[src/rtl/core/pbsr_pkg.sv]
// Package for the picture buffer slot replacer.
// Holds the sizes, slot kind codes and controller/datapath interface types.
// Depends on nothing.
package pbsr_pkg;

   localparam int SLOT_COUNT  = 4;
   localparam int ORDER_WIDTH = 16;
   localparam int SLOT_BITS   = (SLOT_COUNT > 1) ? $clog2(SLOT_COUNT) : 1;

   localparam logic [1:0] KIND_UNUSED = 2'd0;
   localparam logic [1:0] KIND_SHORT  = 2'd1;
   localparam logic [1:0] KIND_LONG   = 2'd2;

   typedef struct packed {
      logic load;
      logic scan;
      logic commit;
   } pbsr_cmd_type;

   typedef struct packed {
      logic last;
   } pbsr_status_type;

endpackage

[src/rtl/core/picture_buffer_slot_replacer_unit.sv]
// Top level of the picture buffer slot replacer.
// Joins the controller pbsr_ctrl and the datapath pbsr_datapath; uses pbsr_pkg.
//
// A picture word (req_order_count, req_picture_kind) is taken at a rising edge
// where start is high and busy is low. The block then scans its slot table one
// slot per cycle, writes the chosen slot in the commit state, and shows the
// result word on the rsp_ ports for exactly one cycle with rsp_valid high, in
// the cycle after the commit state. Busy is low again in that same cycle, so
// a new picture can be taken at the edge that ends it. No new picture is taken
// while a word is still being scanned or committed.
// The receiver cannot stall; it must take each result word in its one cycle.
// A synchronous reset marks every slot unused with an order count of minus one,
// clears any word in progress and drops busy and rsp_valid.
module picture_buffer_slot_replacer_unit
   import pbsr_pkg::*;
(
   input  logic                          clock,
   input  logic                          reset,
   input  logic                          start,
   output logic                          busy,
   input  logic signed [ORDER_WIDTH-1:0] req_order_count,
   input  logic                          req_picture_kind,
   output logic                          rsp_valid,
   output logic                          rsp_stored,
   output logic [1:0]                    rsp_slot_index,
   output logic                          rsp_evicted,
   output logic signed [ORDER_WIDTH-1:0] rsp_evicted_order_count
);

   pbsr_cmd_type    cmd;
   pbsr_status_type status;

   pbsr_ctrl u_ctrl (
      .clock  (clock),
      .reset  (reset),
      .start  (start),
      .busy   (busy),
      .cmd    (cmd),
      .status (status)
   );

   pbsr_datapath u_datapath (
      .clock                   (clock),
      .reset                   (reset),
      .cmd                     (cmd),
      .status                  (status),
      .req_order_count         (req_order_count),
      .req_picture_kind        (req_picture_kind),
      .rsp_valid               (rsp_valid),
      .rsp_stored              (rsp_stored),
      .rsp_slot_index          (rsp_slot_index),
      .rsp_evicted             (rsp_evicted),
      .rsp_evicted_order_count (rsp_evicted_order_count)
   );

endmodule

[src/rtl/core/pbsr_ctrl.sv]
// Controller state machine of the picture buffer slot replacer.
// Sequences load, slot scan and commit; depends on pbsr_pkg.
module pbsr_ctrl
   import pbsr_pkg::*;
(
   input  logic            clock,
   input  logic            reset,
   input  logic            start,
   output logic            busy,
   output pbsr_cmd_type    cmd,
   input  pbsr_status_type status
);

   localparam logic [1:0] ST_IDLE = 2'd0;
   localparam logic [1:0] ST_SCAN = 2'd1;
   localparam logic [1:0] ST_DONE = 2'd2;

   logic [1:0] state_ff;
   logic [1:0] state_in;

   always_comb begin
      state_in = state_ff;
      cmd      = '0;
      case (state_ff)
         ST_IDLE: begin
            if (start) begin
               cmd.load = 1'b1;
               state_in = ST_SCAN;
            end
         end
         ST_SCAN: begin
            cmd.scan = 1'b1;
            if (status.last) begin
               state_in = ST_DONE;
            end
         end
         ST_DONE: begin
            cmd.commit = 1'b1;
            state_in   = ST_IDLE;
         end
         default: begin
            state_in = ST_IDLE;
         end
      endcase
   end

   always_ff @(posedge clock) begin
      if (reset) begin
         state_ff <= ST_IDLE;
      end else begin
         state_ff <= state_in;
      end
   end

   assign busy = (state_ff != ST_IDLE);

endmodule

[src/rtl/core/pbsr_datapath.sv]
// Datapath of the picture buffer slot replacer: slot table, one-slot-per-cycle
// scan for a free slot and the oldest short-term picture, and result registers.
// Depends on pbsr_pkg.
module pbsr_datapath
   import pbsr_pkg::*;
(
   input  logic                          clock,
   input  logic                          reset,
   input  pbsr_cmd_type                  cmd,
   output pbsr_status_type               status,
   input  logic signed [ORDER_WIDTH-1:0] req_order_count,
   input  logic                          req_picture_kind,
   output logic                          rsp_valid,
   output logic                          rsp_stored,
   output logic [1:0]                    rsp_slot_index,
   output logic                          rsp_evicted,
   output logic signed [ORDER_WIDTH-1:0] rsp_evicted_order_count
);

   logic signed [ORDER_WIDTH-1:0] slot_oc_ff [SLOT_COUNT];
   logic [1:0]                    slot_kind_ff [SLOT_COUNT];

   logic signed [ORDER_WIDTH-1:0] oc_ff;
   logic                          long_ff;
   logic [SLOT_BITS-1:0]          idx_ff;
   logic                          have_free_ff;
   logic [SLOT_BITS-1:0]          free_idx_ff;
   logic                          have_short_ff;
   logic [SLOT_BITS-1:0]          best_idx_ff;
   logic signed [ORDER_WIDTH-1:0] best_oc_ff;

   logic                          valid_ff;
   logic                          stored_ff;
   logic [1:0]                    slot_index_ff;
   logic                          evicted_ff;
   logic signed [ORDER_WIDTH-1:0] evicted_oc_ff;

   logic [1:0]                    cur_kind;
   logic signed [ORDER_WIDTH-1:0] cur_oc;
   logic                          take_free;
   logic                          take_short;
   logic [SLOT_BITS-1:0]          target;
   logic                          stored_in;
   logic [SLOT_BITS+1:0]          target_wide;

   assign cur_kind   = slot_kind_ff[idx_ff];
   assign cur_oc     = slot_oc_ff[idx_ff];
   assign take_free  = (cur_kind == KIND_UNUSED) && !have_free_ff;
   assign take_short = (cur_kind == KIND_SHORT) && (!have_short_ff || (cur_oc < best_oc_ff));
   assign target      = have_free_ff ? free_idx_ff : best_idx_ff;
   assign stored_in   = have_free_ff || have_short_ff;
   assign target_wide = {2'b00, target};
   assign status.last = (idx_ff == SLOT_BITS'(SLOT_COUNT - 1));

   always_ff @(posedge clock) begin
      if (cmd.load) begin
         oc_ff         <= req_order_count;
         long_ff       <= req_picture_kind;
         idx_ff        <= '0;
         have_free_ff  <= 1'b0;
         have_short_ff <= 1'b0;
      end else if (cmd.scan) begin
         if (take_free) begin
            have_free_ff <= 1'b1;
            free_idx_ff  <= idx_ff;
         end
         if (take_short) begin
            have_short_ff <= 1'b1;
            best_idx_ff   <= idx_ff;
            best_oc_ff    <= cur_oc;
         end
         if (!status.last) begin
            idx_ff <= idx_ff + 1'b1;
         end
      end
      if (cmd.commit) begin
         stored_ff     <= stored_in;
         slot_index_ff <= stored_in ? target_wide[1:0] : 2'b00;
         evicted_ff    <= !have_free_ff && have_short_ff;
         evicted_oc_ff <= (!have_free_ff && have_short_ff) ? best_oc_ff : '0;
      end
   end

   always_ff @(posedge clock) begin
      if (reset) begin
         valid_ff <= 1'b0;
         for (int i = 0; i < SLOT_COUNT; i++) begin
            slot_oc_ff[i]   <= '1;
            slot_kind_ff[i] <= KIND_UNUSED;
         end
      end else begin
         valid_ff <= cmd.commit;
         if (cmd.commit && stored_in) begin
            slot_oc_ff[target]   <= oc_ff;
            slot_kind_ff[target] <= long_ff ? KIND_LONG : KIND_SHORT;
         end
      end
   end

   assign rsp_valid               = valid_ff;
   assign rsp_stored              = stored_ff;
   assign rsp_slot_index          = slot_index_ff;
   assign rsp_evicted             = evicted_ff;
   assign rsp_evicted_order_count = evicted_oc_ff;

endmodule

[config.mk]
export PLATFORM = sky130hd
export DESIGN_NAME = picture_buffer_slot_replacer_unit
export DESIGN_NICKNAME = d
export VERILOG_FILES = /design/src/rtl/core/pbsr_pkg.sv /design/src/rtl/core/picture_buffer_slot_replacer_unit.sv /design/src/rtl/core/pbsr_ctrl.sv /design/src/rtl/core/pbsr_datapath.sv
export SDC_FILE = /design/constraint.sdc
export NUM_CORES = 1
export LEC_CHECK = 0
export BUFFER_PORTS_ARGS = -buffer_cell sky130_fd_sc_hd__buf_4
export CAP_MARGIN = 30
export CORE_ASPECT_RATIO = 0.5
export CORE_UTILIZATION = 40
export CTS_BUF_LIST = sky130_fd_sc_hd__clkbuf_2
export CTS_CLUSTER_SIZE = 12
export DETAILED_ROUTE_END_ITERATION = 10
export PLACE_DENSITY = 0.66
export SLEW_MARGIN = 20
export SYNTH_ARGS = -nofsm -noshare
export SYNTH_HDL_FRONTEND = slang
export SYNTH_SLANG_ARGS = --single-unit
export TNS_END_PERCENT = 20
[constraint.sdc]
create_clock -name clock -period 4.2 [get_ports clock]
set_input_delay 0.42 -clock clock [delete_from_list [all_inputs] [get_ports clock]]
set_output_delay 0.42 -clock clock [all_outputs]
set_load 0.005 [all_outputs]
==> flow_results.xml, run 1 <==
<?xml version="1.0" encoding="UTF-8"?>
<metrics>
  <group name="status">
    <metric name="status" unit="">complete, no violations</metric>
  </group>
  <group name="power">
    <metric name="totalPowerFinal" unit="uW">2640</metric>
    <metric name="power.ir.vdd_worst" unit="uV">138</metric>
    <metric name="powerDensity" unit="mW/mm^2">391</metric>
    <metric name="p_leak" unit="uW">0.00221</metric>
  </group>
  <group name="synthesis">
    <metric name="synthesis.area" unit="sq mm">0.00583</metric>
    <metric name="synth_nets" unit="">399</metric>
    <metric name="syn_inst" unit="">363</metric>
    <metric name="synth-async-reset-ratio" unit="%">0</metric>
    <metric name="synthAdderAreaFrac" unit="%">3.43</metric>
    <metric name="synth-edff-count" unit="">129</metric>
    <metric name="synth_cell_type_count" unit="">46</metric>
    <metric name="synth-seq-cells" unit="">138</metric>
    <metric name="synth_top_family_by_area" unit="">simple AND/OR/NAND/NOR gates</metric>
    <metric name="synth-xor-area-share" unit="%">0</metric>
    <metric name="mean_area_per_synthesized_cell" unit="sq um">16.1</metric>
    <metric name="dominantRegCellSynth" unit="">sky130_fd_sc_hd__edfxtp_1</metric>
    <metric name="synth.area.mux_share" unit="%">7.42</metric>
    <metric name="synth_sequential_area_ratio" unit="%">69.5</metric>
    <metric name="synth_compound_area_share" unit="%">2.94</metric>
    <metric name="yosys.area_share.simple" unit="%">13.9</metric>
    <metric name="synth.yosys.warnings" unit="">0</metric>
  </group>
  <group name="finish">
    <metric name="area_growth_syn_to_fin" unit="%">15.7</metric>
    <metric name="nNetsFinal" unit="">474</metric>
    <metric name="antenna_cells" unit="">0</metric>
    <metric name="design_area" unit="sq mm">0.00675</metric>
    <metric name="final_layout_size_suffix_gt1_share" unit="%">24.4</metric>
  </group>
  <group name="clock_network">
    <metric name="clk_transition_reported_paths" unit="ns">0.18</metric>
    <metric name="clk_root_buffer_cell" unit="">sky130_fd_sc_hd__clkbuf_2</metric>
    <metric name="ctsLongestPathBuffers" unit="">2</metric>
    <metric name="htree_levels" unit="">4</metric>
    <metric name="clock_latency" unit="ns">0.65</metric>
    <metric name="cts_tree" unit="">built</metric>
    <metric name="cts_post_setup_buffers_inserted" unit="">0</metric>
    <metric name="post_cts.resized_instances" unit="">0</metric>
    <metric name="cts_sinks" unit="">138</metric>
    <metric name="cts_inserted_buffers" unit="">17</metric>
    <metric name="cts-hold-fix-buffers" unit="">18</metric>
  </group>
  <group name="drt">
    <metric name="drt_drc_violations_left" unit="">0</metric>
    <metric name="wl" unit="um">10700</metric>
    <metric name="vias" unit="">3049</metric>
    <metric name="drt-vias-per-instance" unit="">4.74</metric>
    <metric name="1st_iter_drt_viols" unit="">192</metric>
    <metric name="mean_routed_wirelength_per_cell" unit="um">16.7</metric>
    <metric name="drt-pass1-iter-count" unit="">5</metric>
    <metric name="route.antenna.remaining_nets" unit="">0</metric>
  </group>
  <group name="sta">
    <metric name="rsz0062_at_grt" unit="">false</metric>
    <metric name="finalCritPeriodShare" unit="%">76.1</metric>
    <metric name="worstMarginPinSlew" unit="ns">0.836</metric>
    <metric name="timing.final.setup_violations" unit="">0</metric>
    <metric name="timing.max_slew.rel_slack" unit="%">44.3</metric>
    <metric name="skew" unit="ns">0.0348</metric>
    <metric name="tns" unit="ns">0</metric>
    <metric name="timing.final.max_slew_violations" unit="">0</metric>
    <metric name="timing.final.crit_period" unit="ns">3.19</metric>
    <metric name="final-hold-violation-count" unit="">0</metric>
    <metric name="clock.fmax" unit="MHz">313</metric>
  </group>
  <group name="die">
    <metric name="floorplan_die_area" unit="sq mm">0.0151</metric>
    <metric name="core_region_area" unit="sq mm">0.0139</metric>
    <metric name="starting_density_of_the_core" unit="%">42.0</metric>
    <metric name="die_height" unit="um">87.4</metric>
    <metric name="num_io_pins" unit="">42</metric>
    <metric name="num_rows" unit="">30</metric>
    <metric name="die_w" unit="um">173</metric>
  </group>
  <group name="critical_path">
    <metric name="end_kind" unit="">register</metric>
    <metric name="critical_path_required" unit="ns">4.55</metric>
    <metric name="slowest_stage" unit="">sky130_fd_sc_hd__mux4_1</metric>
    <metric name="timing.critical_path.mode_cell" unit="">sky130_fd_sc_hd__buf_4</metric>
    <metric name="critical_path_cell_list" unit="">buf_4 -&gt; mux4_1 -&gt; ha_1 -&gt; nand4_1 -&gt; inv_1 -&gt; a211oi_1 -&gt; o21ai_1 -&gt; a311oi_2 -&gt; buf_4</metric>
    <metric name="cp.arrival" unit="ns">3.55</metric>
    <metric name="worst_path_largest_cell_delay" unit="ns">0.69</metric>
    <metric name="crit_path_start_kind" unit="">register</metric>
    <metric name="criticalPathCategory" unit="">reg2reg</metric>
    <metric name="timing.critical_path.fanout_max" unit="">19</metric>
  </group>
  <group name="global_routing">
    <metric name="grt_antenna_before_repair" unit="">0</metric>
    <metric name="gr-usage-met2" unit="%">23.8</metric>
    <metric name="grt.met3_usage" unit="%">5.24</metric>
    <metric name="grt_pass1_wl" unit="um">17200</metric>
    <metric name="grt_pass1_vias" unit="">3069</metric>
    <metric name="busiest_layer" unit="">met2</metric>
    <metric name="grt_start_max_net_pins" unit="">23</metric>
    <metric name="gr-usage-met1" unit="%">22.4</metric>
    <metric name="groute.usage.overall" unit="%">15.9</metric>
    <metric name="gr-total-overflow" unit="">0</metric>
  </group>
  <group name="place">
    <metric name="finalWeightedCongestion" unit="">0.819</metric>
    <metric name="placed_area" unit="sq mm">0.00638</metric>
    <metric name="hpwl" unit="um">7060</metric>
    <metric name="numPortBuffers" unit="">41</metric>
  </group>
  <group name="run">
    <metric name="cap_viol_max_count" unit="">0</metric>
  </group>
  <group name="worst_hold_path">
    <metric name="hold_path_class" unit="">in2reg</metric>
  </group>
</metrics>
## synthesized netlist by cell type, types with 2 or more instances
library cell               instances  area, sq um
sky130_fd_sc_hd__edfxtp_1        129         3870
sky130_fd_sc_hd__a21oi_1           8         40.0
sky130_fd_sc_hd__or2_1            34          213
sky130_fd_sc_hd__and3_1            5         31.3
sky130_fd_sc_hd__ha_1             16          200
sky130_fd_sc_hd__buf_6             3         33.8
sky130_fd_sc_hd__mux4_2           16          360
sky130_fd_sc_hd__dfxtp_1           9          180
sky130_fd_sc_hd__mux2i_1           2         20.0
sky130_fd_sc_hd__nor2_1           12         45.0
sky130_fd_sc_hd__inv_1            20         75.1
sky130_fd_sc_hd__and2_1           16          100
sky130_fd_sc_hd__o21ai_0           3         15.0
sky130_fd_sc_hd__buf_2             4         20.0
sky130_fd_sc_hd__nand2b_1         36          225
sky130_fd_sc_hd__buf_4             4         30.0
sky130_fd_sc_hd__nor3_1            4         20.0
sky130_fd_sc_hd__a211oi_1          3         22.5
sky130_fd_sc_hd__nand2_1           8         30.0
sky130_fd_sc_hd__a22o_1            5         43.8
## path summary, 6_finish.rpt
check	startpoint	to	slack (ns)	cells after the start
max	register	u_datapath.best_oc_ff[1]	1.01	9
min	start	u_ctrl.state_ff[0]	0.10	3
max reg2reg	register	u_datapath.best_oc_ff[1]	1.01	9
min reg2reg	u_ctrl.state_ff[1]	u_ctrl.state_ff[0]	0.54	1
## registers in the layout, summed over array words and instances (netlist names), named ones only
register and cells:
u_datapath.have_short_ff 1, u_datapath.idx_ff 2, u_datapath.have_free_ff 1, u_datapath.free_idx_ff 2
u_ctrl.state_ff 2, u_datapath.rsp_slot_index 2, u_datapath.rsp_evicted_order_count 16, u_datapath.oc_ff 16
u_datapath.rsp_evicted 1, u_datapath.slot_kind_ff 8, u_datapath.best_oc_ff 16, u_datapath.long_ff 1
u_datapath.best_idx_ff 2, u_datapath.rsp_valid 1, u_datapath.rsp_stored 1, u_datapath.slot_oc_ff 64
## critical path, delay by kind of cell, from the launching register on
family / cells / cell delay, ns
compound gates: 3 / 0.73
simple gates: 1 / 0.13
flops: 1 / 0.34
mux: 1 / 0.69
buf+inv: 3 / 0.65
fa+ha+maj: 1 / 0.37
## metal layers
layer,vias to the layer above,routed length [um]
met3,5,699
met4,0,61
met5,-,0
met2,79,4750
met1,1473,5240
li1,1492,-
## kinds of logic after synthesis
| family | count (synthesis) |
|---|---|
| buffers and inverters | 33 |
| muxes | 21 |
| and+or+nand+nor | 129 |
| AOI/OAI and AO/OA | 26 |
| adders and majority gates | 16 |
| DFF | 138 |
## power by group
group / total [uW] / internal [uW] / switching (uW)
registers: 1630 / 1570 / 57.9
clock network: 671 / 212 / 459
logic: 339 / 162 / 177
total: 2640 / 1940 / 694
## layout by cell type (no fill, tap or decap), drive strengths merged, types with 2 or more instances in the layout
| master | synthesis | routed |
|---|---|---|
| a21oi | 8 | 8 |
| dlygate4sd3 | 0 | 18 |
| nor3b | 2 | 2 |
| ha | 16 | 16 |
| nand2 | 8 | 8 |
| mux2i | 2 | 2 |
| nor2b | 2 | 2 |
| dfxtp | 9 | 9 |
| mux4 | 17 | 17 |
| nand2b | 36 | 36 |
| nor2 | 12 | 12 |
| clkinv | 0 | 9 |
| clkbuf | 1 | 21 |
| buf | 12 | 51 |
| a22o | 5 | 5 |
| a211oi | 3 | 3 |
| or2 | 35 | 35 |
| and2 | 17 | 17 |
| inv | 20 | 20 |
| nor3 | 4 | 4 |
| edfxtp | 129 | 129 |
| o21ai | 5 | 5 |
| mux2 | 2 | 2 |
| and3 | 5 | 5 |
## metrics by stage
step | utilization, % | hold slack, ns | std cells | setup WS [ns]
floorplan | - | 0.465 | 363 | 0.109
global route | 48.6 | 0.00484 | 643 | 0.810
global placement | 45.9 | 0.502 | 592 | 1.09
detailed placement | 46.0 | 0.515 | 593 | 1.06
CTS | 48.6 | 0.0329 | 643 | 1.01
finish | 48.6 | 0.103 | 643 | 1.01
## cell type report
type | instances | area, sq um
Clock buffer | 21 | 105
Clock inverter | 11 | 82.6
Fill cell | 1221 | 7140
Inverter | 20 | 75.1
Multi-Input combinational cell | 192 | 1630
Sequential cell | 138 | 4050
Tap cell | 192 | 240
Timing Repair Buffer | 69 | 567
No activity file was read; power rests on OpenSTA's default activity.
==> run 2, diff against run 1 <==
Settings changed: PLACE_DENSITY 0.66 to 0.64.
Clock period 4.2 ns to 3.2 ns, I/O delays scaled along.
==> run 2 against run 1 <==
Core utilization rose by 1.7 points. Routed wire length up 3.5%. Die area is the same. Flip-flop and latch count did not move. Hold slack improved by 0.26 ns. Sequential power up 31%. Largest cell class unchanged. Critical path depth grew 1. Fmax increased by 7.3%. Power is 46% higher. Global-route usage is 0.28 points higher.
==> flow_results.xml, run 2 (same netlist as run 1, synthesis figures left out) <==
<?xml version="1.0" encoding="UTF-8"?>
<metrics>
  <group name="power">
    <metric name="p_leak" unit="uW">0.00232</metric>
    <metric name="power.ir.vdd_worst" unit="uV">251</metric>
    <metric name="totalPowerFinal" unit="uW">3860</metric>
    <metric name="powerDensity" unit="mW/mm^2">553</metric>
  </group>
  <group name="worst_hold_path">
    <metric name="hold_path_class" unit="">in2reg</metric>
  </group>
  <group name="place">
    <metric name="hpwl" unit="um">7480</metric>
    <metric name="finalWeightedCongestion" unit="">0.810</metric>
    <metric name="numPortBuffers" unit="">41</metric>
  </group>
  <group name="critical_path">
    <metric name="critical_path_cell_list" unit="">buf_12 -&gt; mux4_1 -&gt; ha_1 -&gt; nand4_1 -&gt; buf_4 -&gt; nor3_1 -&gt; o21ai_0 -&gt; a211oi_1 -&gt; a311oi_4 -&gt; buf_4</metric>
    <metric name="critical_path_required" unit="ns">3.64</metric>
    <metric name="worst_path_largest_cell_delay" unit="ns">0.61</metric>
    <metric name="critPathTopFamily" unit="">multiplexers</metric>
    <metric name="cp.arrival" unit="ns">3.41</metric>
    <metric name="slowest_stage" unit="">sky130_fd_sc_hd__mux4_1</metric>
    <metric name="crit_path_start_kind" unit="">register</metric>
    <metric name="criticalPathCategory" unit="">reg2reg</metric>
    <metric name="cp_num_buf_inv" unit="">3</metric>
    <metric name="timing.critical_path.mode_cell" unit="">sky130_fd_sc_hd__buf_4</metric>
    <metric name="timing.critical_path.fanout_max" unit="">11</metric>
    <metric name="end_kind" unit="">register</metric>
  </group>
  <group name="drt">
    <metric name="wl" unit="um">11100</metric>
    <metric name="drt_drc_violations_left" unit="">0</metric>
    <metric name="vias" unit="">3149</metric>
    <metric name="drt-vias-per-instance" unit="">4.80</metric>
    <metric name="route.antenna.remaining_nets" unit="">0</metric>
    <metric name="drt-pass1-iter-count" unit="">5</metric>
    <metric name="1st_iter_drt_viols" unit="">195</metric>
    <metric name="mean_routed_wirelength_per_cell" unit="um">16.9</metric>
  </group>
  <group name="global_routing">
    <metric name="grt_start_max_net_pins" unit="">22</metric>
    <metric name="groute.usage.overall" unit="%">16.2</metric>
    <metric name="grt_pass1_vias" unit="">3205</metric>
    <metric name="grt_antenna_before_repair" unit="">0</metric>
    <metric name="gr-total-overflow" unit="">0</metric>
    <metric name="grt_pass1_wl" unit="um">17800</metric>
  </group>
  <group name="sta">
    <metric name="timing.final.crit_period" unit="ns">2.98</metric>
    <metric name="timing.final.setup_violations" unit="">0</metric>
    <metric name="skew" unit="ns">0.0200</metric>
    <metric name="timing.final.max_slew_violations" unit="">0</metric>
    <metric name="worstMarginPinSlew" unit="ns">0.970</metric>
    <metric name="finalCritPeriodShare" unit="%">93.0</metric>
    <metric name="fin_worst_hold_slack" unit="ns">0.358</metric>
    <metric name="timing.max_slew.rel_slack" unit="%">35.3</metric>
    <metric name="final-hold-violation-count" unit="">0</metric>
    <metric name="rsz0062_at_grt" unit="">false</metric>
    <metric name="clock.fmax" unit="MHz">336</metric>
  </group>
  <group name="die">
    <metric name="starting_density_of_the_core" unit="%">42.0</metric>
    <metric name="die_w" unit="um">173</metric>
    <metric name="num_rows" unit="">30</metric>
    <metric name="num_io_pins" unit="">42</metric>
    <metric name="floorplan_die_area" unit="sq mm">0.0151</metric>
    <metric name="die_height" unit="um">87.4</metric>
    <metric name="core_region_area" unit="sq mm">0.0139</metric>
  </group>
  <group name="clock_network">
    <metric name="cts_tree" unit="">built</metric>
    <metric name="ctsLongestPathBuffers" unit="">2</metric>
    <metric name="htree_levels" unit="">4</metric>
    <metric name="clock_latency" unit="ns">0.66</metric>
    <metric name="cts_sinks" unit="">138</metric>
    <metric name="clk_root_buffer_cell" unit="">sky130_fd_sc_hd__clkbuf_2</metric>
    <metric name="post_cts.resized_instances" unit="">0</metric>
    <metric name="clk_transition_reported_paths" unit="ns">0.20</metric>
    <metric name="cts_inserted_buffers" unit="">17</metric>
  </group>
  <group name="finish">
    <metric name="final_layout_size_suffix_gt1_share" unit="%">26.3</metric>
    <metric name="area_growth_syn_to_fin" unit="%">19.9</metric>
    <metric name="final.fill_count" unit="">1198</metric>
    <metric name="antenna_cells" unit="">0</metric>
    <metric name="most_flops_register" unit="">u_datapath.slot_oc_ff</metric>
    <metric name="footprint_of_the_flip_flops_and_latches" unit="sq mm">0.00405</metric>
    <metric name="nNetsFinal" unit="">487</metric>
    <metric name="mostFrequentLayoutCells" unit="">129 x sky130_fd_sc_hd__edfxtp_1, 61 x sky130_fd_sc_hd__buf_4, 36 x sky130_fd_sc_hd__nand2b_1</metric>
    <metric name="largest_register_ff_count" unit="">64</metric>
    <metric name="layout.cells.most_common" unit="">sky130_fd_sc_hd__edfxtp_1</metric>
    <metric name="multiInputGateArea" unit="sq mm">0.00164</metric>
  </group>
  <group name="run">
    <metric name="cap_viol_max_count" unit="">0</metric>
  </group>
  <group name="status">
    <metric name="status" unit="">complete, no violations</metric>
  </group>
</metrics>
[run 2: cell types whose count changed in the layout (fill, tap and decap cells not counted), sizes merged]
cell         previous run  this run
bufinv                  1         5
buf                    51        63
dlygate4sd3            18        19
clkinvlp                1         2
clkinv                  9         7
clkbuf                 21        18
[run 2: cell type report]
| cell class | instances | share of cell area, % |
|---|---|---|
| multi-input cells | 192 | 23.5 |
| well taps | 192 | 3.43 |
| repair buffers | 82 | 9.84 |
| clock buffers | 18 | 1.29 |
| flip-flops and latches | 138 | 58.0 |
| clock inverters | 14 | 2.90 |
| inverters | 20 | 1.07 |
[run 2: metrics by stage]
stage | TNS (ns) | area, sq um | utilization (%) | instances | setup slack, ns
floorplan | 0 | 5870 | - | 363 | 0.00277
global placement | -2.28 | 6490 | 46.7 | 602 | -0.127
detailed placement | -3.32 | 6490 | 46.7 | 602 | -0.185
CTS | 0 | 6990 | 50.4 | 656 | 0.192
global route | 0 | 6990 | 50.4 | 656 | 0.0407
finish | 0 | 6990 | 50.4 | 656 | 0.224
[run 2: path summary, 6_finish.rpt]
kind         slack [ns]                       end  cells past startpoint                from
max                0.22  u_datapath.best_oc_ff[5]                     10            register
min reg2reg        0.55        u_ctrl.state_ff[0]                      1  u_ctrl.state_ff[1]
min                0.36       u_datapath.oc_ff[8]                      2  req_order_count[8]
max reg2reg        0.22  u_datapath.best_oc_ff[5]                     10            register
[run 2: timing repair]
action / CTS / global route
hold buffers: 19 / 0
setup endpoints to repair: 18 / 0
setup buffers: 3 / 0
endpoints found under the hold margin: 25 / 0
[run 2: per-layer routing]
layer / GRT usage, % / routed length [um] / part of all wire (%) / vias up
met5: 0 / 0 / 0 / -
met4: 5.07 / 43 / 0.39 / 0
met3: 4.67 / 636 / 5.7 / 2
met2: 23.8 / 4800 / 43 / 77
met1: 23.2 / 5640 / 51 / 1552
li1: - / - / - / 1518
[run 2: power by group]
part	internal, uW	switching [uW]
combinational	268	258
sequential	2060	69.0
clock	585	624
total	2910	951
